===== src/hdl/kcp_pkg.sv =====
// ----------------------------------------------------------------------------
// kcp_pkg
// Shared types and constants of the k-core peeling unit: beat structs,
// action and command codes, register indexes and engine states.
// ----------------------------------------------------------------------------
package kcp_pkg;

   localparam int MAX_VERTICES_DEF = 64;
   localparam int VTX_W            = 6;
   localparam int ROW_W            = 64;
   localparam int CFG_W            = 7;
   localparam int CSR_IDX_W        = 1;

   typedef logic [VTX_W-1:0] vtx_type;
   typedef logic [ROW_W-1:0] nbr_type;
   typedef logic [CFG_W-1:0] cfg_type;

   localparam logic [1:0] ACT_ADD   = 2'd0;
   localparam logic [1:0] ACT_PEEL  = 2'd1;
   localparam logic [1:0] ACT_CLEAR = 2'd2;

   localparam logic [CSR_IDX_W-1:0] CSR_K_MIN        = 1'b0;
   localparam logic [CSR_IDX_W-1:0] CSR_VERTEX_COUNT = 1'b1;

   localparam cfg_type K_MIN_RST  = 7'd2;
   localparam cfg_type VCOUNT_RST = 7'd64;

   typedef struct packed {
      logic [1:0] action;
      vtx_type    vertex_a;
      vtx_type    vertex_b;
   } req_type;

   typedef struct packed {
      vtx_type vertex_index;
      nbr_type neighbour_row;
      logic    in_core;
      logic    last;
   } rsp_type;

   typedef enum logic [1:0] {
      OP_ADD   = 2'd0,
      OP_PEEL  = 2'd1,
      OP_CLEAR = 2'd2
   } cmd_op_type;

   typedef struct packed {
      cmd_op_type op;
      vtx_type    vertex_a;
      vtx_type    vertex_b;
   } cmd_type;

   typedef enum logic [2:0] {
      ST_IDLE,
      ST_ADD_WA,
      ST_ADD_WB,
      ST_SWEEP,
      ST_DRAIN,
      ST_EMIT
   } eng_state_type;

endpackage


===== src/hdl/kcp_front.sv =====
// ----------------------------------------------------------------------------
// kcp_front
// Accepts request beats, drops edges that change nothing (self-loops,
// endpoints out of use) and unused action codes, and queues the rest.
// ----------------------------------------------------------------------------
module kcp_front #(
   parameter int MAX_VERTICES = kcp_pkg::MAX_VERTICES_DEF
) (
   input  logic                              clock,
   input  logic                              reset,
   input  logic                              req_valid,
   input  kcp_pkg::req_type                  req_data,
   output logic                              req_stall,
   input  logic [$clog2(MAX_VERTICES+1)-1:0] n_eff,
   output logic                              cmd_valid,
   output kcp_pkg::cmd_type                  cmd,
   input  logic                              cmd_pop
);
   import kcp_pkg::*;

   cmd_type    cmd_in;
   logic       keep;
   logic       push;
   logic       a_used;
   logic       b_used;
   logic [1:0] cnt_ff, cnt_in;
   logic       wr_ptr_ff;
   logic       rd_ptr_ff;
   cmd_type    slot_ff [2];

   assign a_used = 7'(req_data.vertex_a) < 7'(n_eff);
   assign b_used = 7'(req_data.vertex_b) < 7'(n_eff);

   always_comb begin
      cmd_in.vertex_a = req_data.vertex_a;
      cmd_in.vertex_b = req_data.vertex_b;
      cmd_in.op       = OP_ADD;
      keep            = 1'b0;
      priority if (req_data.action == ACT_ADD) begin
         cmd_in.op = OP_ADD;
         keep      = (req_data.vertex_a != req_data.vertex_b) && a_used && b_used;
      end else if (req_data.action == ACT_PEEL) begin
         cmd_in.op = OP_PEEL;
         keep      = 1'b1;
      end else if (req_data.action == ACT_CLEAR) begin
         cmd_in.op = OP_CLEAR;
         keep      = 1'b1;
      end else begin
         keep = 1'b0;
      end
   end

   assign req_stall = (cnt_ff == 2'd2);
   assign push      = req_valid && !req_stall && keep;
   assign cnt_in    = cnt_ff + 2'(push) - 2'(cmd_pop);
   assign cmd_valid = (cnt_ff != 2'd0);
   assign cmd       = slot_ff[rd_ptr_ff];

   always_ff @(posedge clock) begin
      if (reset) begin
         cnt_ff    <= 2'd0;
         wr_ptr_ff <= 1'b0;
         rd_ptr_ff <= 1'b0;
      end else begin
         cnt_ff <= cnt_in;
         if (push) begin
            wr_ptr_ff <= !wr_ptr_ff;
         end
         if (cmd_pop) begin
            rd_ptr_ff <= !rd_ptr_ff;
         end
      end
   end

   always_ff @(posedge clock) begin
      if (push) begin
         slot_ff[wr_ptr_ff] <= cmd_in;
      end
   end

endmodule


===== config.mk =====
export PLATFORM = sky130hd
export DESIGN_NAME = kcp_front
export DESIGN_NICKNAME = d
export VERILOG_FILES = /design/src/hdl/kcp_pkg.sv /design/src/hdl/kcp_front.sv
export SDC_FILE = /design/constraint.sdc
export NUM_CORES = 1
export LEC_CHECK = 0
export BUFFER_PORTS_ARGS = -buffer_cell sky130_fd_sc_hd__clkbuf_2
export CORE_AREA = 4 4 62 64
export CTS_CLUSTER_SIZE = 8
export DETAILED_ROUTE_END_ITERATION = 6
export DIE_AREA = 0 0 66 68
export GPL_TIMING_DRIVEN = 0
export PLACE_DENSITY = 0.76
export SLEW_MARGIN = 20
export SYNTH_ARGS = -nofsm -noshare
export SYNTH_HDL_FRONTEND = slang
export SYNTH_SLANG_ARGS = --single-unit

===== constraint.sdc =====
create_clock -name clock -period 2.9 [get_ports clock]
set_input_delay 0 -clock clock [delete_from_list [all_inputs] [get_ports clock]]
set_output_delay 0 -clock clock [all_outputs]
set_load 0.005 [all_outputs]

# Word level (Yosys, flattened, before mapping)
# Memories as Yosys holds them, arrays and structs flattened. A register that Yosys moved wholly into a read port is not among the register bits.
# Cells that the tools add are included.
[word_totals] register_bits=4 ramBits=28 out_inout_bits=16 wordCells=31 n_memories=1
[op_classes] n_addsub=2 order_cmp=2 eq_ne=4 muxes=10 n_reduce_logical=9
[memory_table] name="slot_ff" words=2 word_bits=14 rd=1 rd_ports_with_merged_regs=1 write_ports=1 line_no="kcp_front.sv:29" rtl="cmd_type slot_ff [2];"
[ops] op="$lt A6 B7 Y1" count=2
[ops] op="$mux W1" count=7
[ops] op="$mux W2" count=3
[ops] op="$ne A6 B6 Y1" count=1
[ops] op="$eq A2 B2 Y1 const B" count=2
[ops] op="$logic_and A1 B1 Y1" count=4
[ops] op="$logic_not A1 Y1" count=3
[ops] op="$add A2 B1 Y2" count=1
[ops] op="$eq A2 B1 Y1 const B" count=1
[ops] op="$logic_not A2 Y1" count=1
[ops] op="$reduce_bool A2 Y1" count=1
[ops] op="$sub A2 B1 Y2" count=1

# Logic depth before layout (Yosys ltp)
# Gate-level depths: netlist of run 1.
[depth] word_depth=7 mapped_depth=11 depth_no_buf=11

# Worst setup path after synthesis of run 1
# OpenSTA, ideal clock, no wires.
[synth_timing] path_kind="in2reg" from="in n_eff[5]" to="mem slot_ff[1][0] (netlist name), enable pin" setup_time_ps=386 t_arrival_ps=1773 path_slack_ps=741 stages=7 path_cell_list="inv_1 > ha_1 > a211oi_1 > o22ai_1 > nor4_1 > a31oi_1 > nor2b_1"
[synth_between] elab_chain_cells=7 word_cells_on_any_way=8 classes_between="order compare (2); mux (3); reduce/logical (3)"
[synth_rtl] element="from (decl)" line_no="kcp_front.sv:14" rtl="input logic [$clog2(MAX_VERTICES+1)-1:0] n_eff,"
[synth_rtl] element="$lt A6 B7 Y1" line_no="kcp_front.sv:31" rtl="assign a_used = 7'(req_data.vertex_a) < 7'(n_eff);"
[synth_rtl] element="$logic_and A1 B1 Y1" line_no="kcp_front.sv:41" rtl="keep = (req_data.vertex_a != req_data.vertex_b) && a_used && b_used;"
[synth_rtl] element="$logic_and A1 B1 Y1 *" line_no="kcp_front.sv:41"
[synth_rtl] element="$mux W1 *" line_no="kcp_front.sv:39" rtl="priority if (req_data.action == ACT_ADD) begin"
[synth_rtl] element="$logic_and A1 B1 Y1 *" line_no="kcp_front.sv:54" rtl="assign push = req_valid && !req_stall && keep;"
[synth_rtl] element="$mux W1 *" line_no="kcp_front.sv:76" rtl="if (push) begin"
[synth_rtl] element="$mux W1 (implied by the code) *" line_no="kcp_front.sv:77" rtl="slot_ff[wr_ptr_ff] <= cmd_in;"
[synth_rtl] element="to (decl)" line_no="kcp_front.sv:29"
# Every way passes the cells marked *; elsewhere a longest branch is shown, timed or not.

# Worst setup path in the final report of run 1
[layout_timing] from="in req_data[3] (netlist name)" to="mem slot_ff[1][13] (netlist name), enable pin"
[layout_between] elab_chain_cells=7 word_cells_on_any_way=8 classes_between="order compare (1); eq/ne (1); mux (3); reduce/logical (3)"
[layout_rtl] element="from (decl)" line_no="kcp_front.sv:12" rtl="input kcp_pkg::req_type req_data,"
[layout_rtl] element="parallel branches: the longest is 2 deep, another holds $lt A6 B7 Y1"
[layout_rtl] element="$logic_and A1 B1 Y1 *" line_no="kcp_front.sv:41"
[layout_rtl] element="$mux W1 *" line_no="kcp_front.sv:39"
[layout_rtl] element="$logic_and A1 B1 Y1 *" line_no="kcp_front.sv:54"
[layout_rtl] element="$mux W1 *" line_no="kcp_front.sv:76"
[layout_rtl] element="$mux W1 (implied by the code) *" line_no="kcp_front.sv:77"
# Mark *: on every way between the ends.

==> impl_metrics.tcl, run 1 <==
set metrics [dict create \
    outcome "finished, final reports clean" \
    worstHoldPathType "input pin to flop" \
    grt_pass1_vias 1299 \
    fin_cells 233 \
    drc 0 \
    portBuffers 40 \
    ant_nets 0 \
    fin_tns_setup_ns 0 \
    drt_iter0_markers 32 \
    skew_ns 0.0120 \
    start_kind "input pin" \
    hold_viol_final 0 \
    cts_tree "done" \
    final_common_cell "clkbuf_2" \
    htree_num_levels 2 \
    ioPinCount 41 \
    grt_pass1_wl_um 5560 \
    insertion_delay_ns 0.33 \
    slew_headroom_pct 47.8 \
    finalSetupViolCount 0 \
    post_cts_resized 0 \
    yosys_warnings 0 \
    viasPerCell 5.06 \
    cpMaxStageDelayCell "nor2b_2" \
    routabilityCongestion 0.796 \
    cellLeakagePower_nw 0.915 \
    placement.cell_area_sq_um 1930 \
    cts_setup_buffers 0 \
    endpoint_kind "flop" \
    post_synth_num_cell_types 29 \
    antenna_found_initial 0 \
    required_ns 2.86 \
    root_buffer "clkbuf_4" \
    crit_type "input pin to flop" \
    critPathMaxStageDelay_ns 0.66 \
    final_nets 226 \
    critPathMaxFanout 14 \
    synthesis.area_sq_um 1670 \
    crit_chain "dlygate4sd3_1, clkbuf_2, ha_1, and4b_2, nor4_1, a31oi_1, nor2b_2" \
    synth_top_area_share_pct 50.4 \
    cap_violations 0 \
    worstReg2RegStart "cnt_ff[1]" \
    rows 21 \
    slew_violations 0 \
    ff_latch_area_sq_um 941 \
    hold_path_end "slot_ff[0][13]" \
    grt_max_degree 15 \
    ys_ff_latch 33 \
    dp_hpwl_um 2570 \
    routed_wl_um 3470 \
    clkTransAtPathRegs_ns 0.09 \
    die_h_um 68 \
    placed_cells 211 \
    hold-path-cell-count 2 \
    syn_inst 125 \
    die_x_um 66 \
    r2r_cells 4 \
    wl_per_cell_um 14.9 \
    worstHoldStart "req_data[13]" \
    vdd_drop_max_uv 337 \
    synth.net_count 165 \
    start_util_pct 50.8 \
    ys_seq_area_share_pct 56.4 \
    layout_min_cycle_time_ns 2.56 \
    regToRegSetupSlack_ns 0.59 \
    cts_buffers 5 \
    nFillCells 258 \
    overflow 0 \
    clock-sinks 33 \
    clock_path_buffers 2 \
    final_cell_mix "40 x clkbuf_2, 28 x edfxtp_1, 15 x ha_1, 14 x mux2_2, 14 x dlygate4sd3_1" \
    yosys.area.top_type "edfxtp_1" \
    post_synth_main_area_contributors "edfxtp_1 50%, ha_1 11%, mux2_2 9.4%" \
    worst_slew_pin_slew_ns 0.782 \
    drt_pass1_iterations 4 \
    multi_input_area_sq_um 688 \
    min_period_over_period_pct 88.2 \
    num_antenna_cells 0 \
    p_per_area_nw_per_um2 571 \
    fmax_mhz 391 \
    worstPathArrival_ns 2.52 \
    syn-mean-instance-area_sq_um 13.4 \
    rsz0062_at_grt "no" \
    vias 1179 \
    drive_gt1_share_pct 36.4 \
    worstReg2RegEnd "slot_ff[1][13]" \
    finalInstanceArea_sq_um 2120 \
    die_area_sq_um 4490 \
    syn2layout_area_growth_pct 27.2 \
    grtUsageTotal_pct 16.9 \
    fin_util_pct 64.6 \
    core_sq_um 3280 \
]
## final cells by class
class | count | area share [%]
tap | 46 | 2.71
buffer | 1 | 0.177
multi-input combinational | 80 | 32.4
clock inverter | 2 | 0.471
inverter | 11 | 1.94
sequential | 33 | 44.3
clock buffer | 6 | 1.94
timing repair buffer | 54 | 16.0
## how the worst max path moves through the flow
stage,startpoint,end,slack (ns)
after global routing,req_data[9],slot_ff[1][13],0.20
after detailed placement,req_data[5],slot_ff[0][3],0.009
final,req_data[3],slot_ff[1][13],0.34
after floorplan,n_eff[5],slot_ff[1][0],0.74
after global placement,req_data[5],slot_ff[1][10],0.21
after CTS,req_data[3],slot_ff[0][12],0.002
## worst max-delay path: cells and delay by family
family                     cells  cell delay, ns
buffers and inverters          2            0.70
adders and majority gates      1            0.22
AOI/OAI and AO/OA              1            0.27
and+or+nand+nor                3            1.33
## repair_timing
action | 4_1_cts | 5_1_grt
hold buffers | 14 | 0
endpoints found under the hold margin | 28 | 0
endpoints found under the setup margin | 0 | 0
## synthesized netlist by cell type (all sizes together)
master / count
and4: 1
mux2: 14
nor2b: 5
or4: 1
nor4: 2
or3: 2
a21oi: 3
nor3: 1
nor2: 6
edfxtp: 28
nand2b: 2
xor2: 7
clkbuf: 1
a31oi: 1
nand4: 1
and4b: 2
or2: 2
a2bb2oi: 1
a211oi: 3
nand2: 5
xnor2: 2
dfxtp: 5
ha: 15
inv: 11
o22ai: 1
o21ai: 3
## state kept, by name, indices dropped and copies added (netlist names), named ones only
signal,flops
wr_ptr_ff,1
slot_ff,28
rd_ptr_ff,1
cnt_ff,2
## power breakdown
part	internal, W	switching (W)
Combinational	0.000163	0.000169
Clock	0.0000923	0.000153
Sequential	0.000606	0.0000297
## kinds of logic (layout without fill, tap and decap cells)
group,after synthesis,after routing,synth area share (%)
adder cells (fa/ha/maj),15,15,11.2
AO/OA/AOI/OAI,12,12,4.42
buffers and inverters,12,74,2.70
multiplexers,14,14,9.45
XOR/XNOR,9,9,4.72
flip-flops,33,33,56.4
AND/OR/NAND/NOR,30,30,11.1
## layer usage
layer | routed length (um) | track usage [%] | share of wire (%) | up-vias
li1 | - | - | - | 582
met1 | 1330 | 18.2 | 38 | 556
met2 | 1910 | 31.9 | 55 | 33
met3 | 171 | 3.94 | 4.9 | 8
met4 | 65 | 6.60 | 1.9 | 0
met5 | 0 | 0 | 0 | -
## metrics by stage
stage	setup WS (ns)	total power, W	hold slack, ns
2_1_floorplan	0.741	0.000829	0.0716
3_3_place_gp	0.210	0.000937	0.241
3_5_place_dp	0.00938	0.000966	0.244
4_1_cts	0.00200	0.00122	0.0249
5_1_grt	0.205	0.00129	0.0301
6_report	0.341	0.00121	0.0317
No activity file was read; power rests on OpenSTA's default activity.
==> run 2, diff against run 1 <==
--- a/config.mk
+++ b/config.mk
@@ -6,10 +6,10 @@
 export NUM_CORES = 1
 export LEC_CHECK = 0
 export BUFFER_PORTS_ARGS = -buffer_cell sky130_fd_sc_hd__clkbuf_2
-export CORE_AREA = 4 4 62 64
+export CORE_AREA = 2 2 60 62
 export CTS_CLUSTER_SIZE = 8
 export DETAILED_ROUTE_END_ITERATION = 6
-export DIE_AREA = 0 0 66 68
+export DIE_AREA = 0 0 62 64
 export GPL_TIMING_DRIVEN = 0
 export PLACE_DENSITY = 0.76
 export SLEW_MARGIN = 20
==> run 2 against run 1 <==
  * Count of clock-buffer cells in the layout rose by 2
  * Largest power group unchanged
  * Non-clock buffer count did not move
  * Cell count did not move
  * Combinational power barely moved
==> impl_metrics.tcl, run 2 (same netlist as run 1, synthesis figures left out) <==
set metrics [dict create \
    core_sq_um 3280 \
    clockPowerShare_pct 21.6 \
    syn2layout_area_growth_pct 27.7 \
    final_nets 226 \
    grt_pass1_vias 1267 \
    clock-sinks 33 \
    start_kind "input pin" \
    fin_tns_setup_ns 0 \
    slew_violations 0 \
    power_switching_w 0.000347 \
    drt_iter0_markers 29 \
    p_per_area_nw_per_um2 579 \
    worstReg2RegEnd "slot_ff[1][2]" \
    portBuffers 40 \
    start_util_pct 50.8 \
    critPathMaxFanout 14 \
    finalSetupViolCount 0 \
    switching_share_pct 28.1 \
    antenna_found_initial 0 \
    grtUsageTotal_pct 19.0 \
    crit_type "input pin to flop" \
    reg_top3 "slot_ff (28), cnt_ff (2)" \
    p_int_w 0.000888 \
    grt_max_degree 15 \
    wl_per_cell_um 14.7 \
    grt_pass1_wl_um 5410 \
    pwr-share-seq_pct 51.6 \
    cellLeakagePower_nw 0.916 \
    vdd_drop_max_uv 352 \
    r2r_cells 4 \
    dp_hpwl_um 2530 \
    worstHoldStart "req_data[13]" \
    routed_wl_um 3420 \
    largest_reg_flops 28 \
    pre_cts_ws_ns 0.260 \
    placement.cell_area_sq_um 1930 \
    required_ns 2.87 \
    min_period_over_period_pct 99.3 \
    drt_pass1_iterations 4 \
    cts_tree "done" \
    num_antenna_cells 0 \
    placed_cells 211 \
    htree_num_levels 2 \
    outcome "finished, final reports clean" \
    clock_path_buffers 2 \
    slew_headroom_pct 49.6 \
    fmax_mhz 347 \
    finalInstanceArea_sq_um 2130 \
    post_cts_resized 0 \
    overflow 0 \
    fin_util_pct 64.9 \
    regToRegSetupSlack_ns 0.49 \
    power_frac_comb_pct 26.8 \
    clkTransAtPathRegs_ns 0.10 \
    hold_viol_final 0 \
    drc 0 \
    routabilityCongestion 0.786 \
    die_h_um 64 \
    skew_ns 0.00769 \
    drive_gt1_share_pct 35.8 \
    die_x_um 62 \
    final_cell_mix "40 x clkbuf_2, 28 x edfxtp_1, 15 x ha_1, 14 x mux2_2, 14 x dlygate4sd3_1" \
    worstReg2RegStart "cnt_ff[1]" \
    rows 21 \
    insertion_delay_ns 0.33 \
    largest_register "slot_ff" \
    worstPathArrival_ns 2.85 \
    ant_nets 0 \
    viasPerCell 5.08 \
    worst_slew_pin_slew_ns 0.753 \
    die_area_sq_um 3970 \
    worstHoldPathType "input pin to flop" \
    timing.final.ws_setup_ns 0.0206 \
    fin_cells 233 \
    ioPinCount 41 \
    endpoint_kind "flop" \
    hold-path-cell-count 2 \
    layout_min_cycle_time_ns 2.88 \
    root_buffer "clkbuf_4" \
    vias 1183 \
    cap_violations 0 \
    rsz0062_at_grt "yes" \
    cts_buffers 5 \
    hold_path_end "slot_ff[0][13]" \
    final_common_cell "clkbuf_2" \
]
==> run 2: cell types whose count changed in the layout (fill, tap and decap cells not counted), sizes merged <==
cell | previous run | this run
clkinv | 2 | 0
clkbuf | 47 | 49
==> run 2: routing by layer <==
metal	global-route usage [%]	up-vias	routed length [um]
li1	-	578	-
met1	19.6	556	1380
met3	5.06	10	143
met2	34.4	39	1830
met5	0	-	0
met4	7.71	0	76
==> run 2: how the worst max path moves through the flow <==
| stage | from | endpoint |
|---|---|---|
| after floorplan | n_eff[5] | slot_ff[1][0] |
| after global placement | req_data[5] | slot_ff[1][2] |
| after detailed placement | req_data[5] | slot_ff[0][7] |
| after CTS | req_data[5] | slot_ff[0][3] |
| after global routing | req_data[5] | slot_ff[0][9] |
| final | req_data[5] | slot_ff[1][2] |
==> run 2: timing repair <==
item,CTS,global route
endpoints found under the setup margin,0,28
setup buffers,0,0
hold buffers,14,0
endpoints found under the hold margin,28,0
==> run 2: worst max-delay path: stages <==
cell and delay (ns):
dlygate4sd3_1 0.53, clkbuf_2 0.15, ha_1 0.33, a211oi_1 0.29
o22ai_1 0.11, nor4_1 0.46, a31oi_1 0.30, nor2b_2 0.66
==> run 2: layout make-up <==
class / instances / area (sq um)
repair buffers: 54 / 340
inverters: 11 / 41.3
flip-flops and latches: 33 / 941
well taps: 46 / 57.6
plain buffers: 1 / 3.75
multi-input cells: 80 / 688
clock buffers: 8 / 58.8
fillers: 246 / 1150
==> run 2: power by group through the flow <==
stage | clock network, W | logic, W | registers, W
detailed placement | 0 | 0.000319 | 0.000648
floorplan | 0 | 0.000193 | 0.000636
global placement | 0 | 0.000296 | 0.000640
global route | 0.000291 | 0.000374 | 0.000647
finish | 0.000267 | 0.000331 | 0.000637
CTS | 0.000269 | 0.000335 | 0.000638
==> run 2: metrics by stage <==
step / total power (W) / hold slack [ns]
6_report: 0.00123 / 0.0248
5_1_grt: 0.00131 / 0.0345
4_1_cts: 0.00124 / 0.0195
3_5_place_dp: 0.000967 / 0.243
3_3_place_gp: 0.000936 / 0.239
2_1_floorplan: 0.000829 / 0.0716
==> run 3, diff against run 2 <==
--- a/config.mk
+++ b/config.mk
@@ -6,10 +6,10 @@
 export NUM_CORES = 1
 export LEC_CHECK = 0
 export BUFFER_PORTS_ARGS = -buffer_cell sky130_fd_sc_hd__clkbuf_2
-export CORE_AREA = 2 2 60 62
+export CORE_AREA = 5 5 63 65
 export CTS_CLUSTER_SIZE = 8
 export DETAILED_ROUTE_END_ITERATION = 6
-export DIE_AREA = 0 0 62 64
+export DIE_AREA = 0 0 68 70
 export GPL_TIMING_DRIVEN = 0
 export PLACE_DENSITY = 0.76
 export SLEW_MARGIN = 20
==> run 3 against run 2 <==
  * Clock skew rose by 0.0052 ns
  * Critical endpoint is now slot_ff[1][13]
  * Design area rose by 0.47%
  * Power decreased by 0.87%
  * Register-to-register slack better by 0.25 ns
  * Cell count grew 0.43%
  * First-iteration DRC count up 120%
  * Clock power fell by 8.2%
  * Routed wire length grew 3.4%
  * Critical path depth is the same
  * Global-route usage shrank 2.6 points
==> impl_metrics.tcl, run 3 (same netlist as run 1, synthesis figures left out) <==
set metrics [dict create \
    grt_pass1_vias 1322 \
    worstPathArrival_ns 2.60 \
    grtUsageTotal_pct 16.4 \
    ant_nets 0 \
    fmax_mhz 382 \
    dp_hpwl_um 2620 \
    syn2layout_area_growth_pct 28.3 \
    insertion_delay_ns 0.34 \
    overflow 0 \
    layout_min_cycle_time_ns 2.62 \
    ioPinCount 41 \
    root_buffer "clkbuf_4" \
    slew_violations 0 \
    finalSetupViolCount 0 \
    fin_util_pct 65.2 \
    timing.final.ws_setup_ns 0.282 \
    clockPowerShare_pct 20.0 \
    routed_wl_um 3540 \
    clkTransAtPathRegs_ns 0.09 \
    pre_cts_ws_ns 0.351 \
    endpoint_kind "flop" \
    cts_buffers 5 \
    largest_reg_flops 28 \
    rsz0062_at_grt "no" \
    fin_cells 234 \
    hold_viol_final 0 \
    vias 1208 \
    min_period_over_period_pct 90.3 \
    vdd_drop_max_uv 289 \
    p_int_w 0.000866 \
    critPathMaxFanout 14 \
    antenna_found_initial 0 \
    num_antenna_cells 0 \
    power_frac_comb_pct 28.0 \
    rows 21 \
    skew_ns 0.0129 \
    portBuffers 40 \
    routabilityCongestion 0.721 \
    final_cell_mix "40 x clkbuf_2, 28 x edfxtp_1, 15 x ha_1, 15 x dlygate4sd3_1, 14 x mux2_2" \
    cellLeakagePower_nw 0.918 \
    placed_cells 211 \
    cap_violations 0 \
    fin_tns_setup_ns 0 \
    start_kind "input pin" \
    drc 0 \
    drt_iter0_markers 63 \
    switching_share_pct 29.3 \
    reg_top3 "slot_ff (28), cnt_ff (2)" \
    clock_path_buffers 2 \
    start_util_pct 50.8 \
    p_per_area_nw_per_um2 572 \
    die_x_um 68 \
    drt_pass1_iterations 4 \
    final_common_cell "clkbuf_2" \
    final_nets 227 \
    outcome "finished, final reports clean" \
    cts_tree "done" \
    grt_max_degree 15 \
    grt_pass1_wl_um 5760 \
    crit_type "input pin to flop" \
    pwr-share-seq_pct 52.0 \
    wl_per_cell_um 15.1 \
    worst_slew_pin_slew_ns 0.592 \
    power_switching_w 0.000358 \
    finalPower_w 0.00122 \
    die_area_sq_um 4760 \
    slew_headroom_pct 60.6 \
    clock-sinks 33 \
    largest_register "slot_ff" \
    die_h_um 70 \
    htree_num_levels 2 \
    core_sq_um 3280 \
    viasPerCell 5.16 \
    worstHoldPathType "input pin to flop" \
    drive_gt1_share_pct 35.1 \
    required_ns 2.88 \
]
-- run 3: cell count changes in the layout (fill, tap and decap cells not counted) --
cell,previous run,this run
clkinv_1,0,1
nor2_2,1,0
clkbuf_8,1,0
dlygate4sd3_1,14,15
nor2_4,0,1
nor2b_2,1,0
nor2b_4,0,1
-- run 3: worst max-delay path: stages --
cell	delay, ns
dlygate4sd3_1	0.54
clkbuf_2	0.15
ha_1	0.34
a211oi_1	0.26
o22ai_1	0.11
nor4_1	0.40
a31oi_1	0.33
nor2b_4	0.48
-- run 3: per-stage QoR --
stage / hold WS, ns / area, sq um
2_1_floorplan: 0.0716 / 1670
3_3_place_gp: 0.238 / 1930
3_5_place_dp: 0.244 / 1930
4_1_cts: 0.00913 / 2130
5_1_grt: 0.00456 / 2140
6_report: 0.0135 / 2140
-- run 3: area by class of cell --
cell class | count | area (sq um)
multi-input cells | 80 | 698
fillers | 250 | 1140
clock inverters | 1 | 3.75
flip-flops and latches | 33 | 941
well taps | 46 | 57.6
clock buffers | 7 | 45.0
plain buffers | 1 | 3.75
inverters | 11 | 41.3
repair buffers | 55 | 350
-- run 3: power by group through the flow --
stage	Sequential, W	Combinational [W]	Clock (W)
floorplan	0.000636	0.000193	0
global placement	0.000640	0.000299	0
detailed placement	0.000647	0.000323	0
CTS	0.000636	0.000342	0.000248
global route	0.000643	0.000382	0.000275
finish	0.000636	0.000343	0.000245
-- run 3: timing repair --
action                                  in CTS  in global routing
hold endpoints to repair                    28                  0
hold buffers                                15                  0
endpoints found under the setup margin       0                 25
buffers inserted                             0                  0
gates resized for setup                      0                  2
-- run 3: final timing paths --
kind	startpoint	endpoint	slack, ns	cells past startpoint
min reg2reg	rd_ptr_ff	flop	0.57	2
max reg2reg	cnt_ff[1]	slot_ff[1][13]	0.74	4
max	req_data[5]	slot_ff[1][13]	0.28	8
min	req_data[13]	slot_ff[1][13]	0.01	2
-- run 3: metal layers --
metal / track usage, % / up-vias / part of all wire, %
li1: - / 580 / -
met1: 17.8 / 593 / 38
met4: 7.95 / 0 / 2.1
met5: 0 / - / 0
met3: 4.33 / 8 / 5.1
met2: 28.4 / 27 / 54
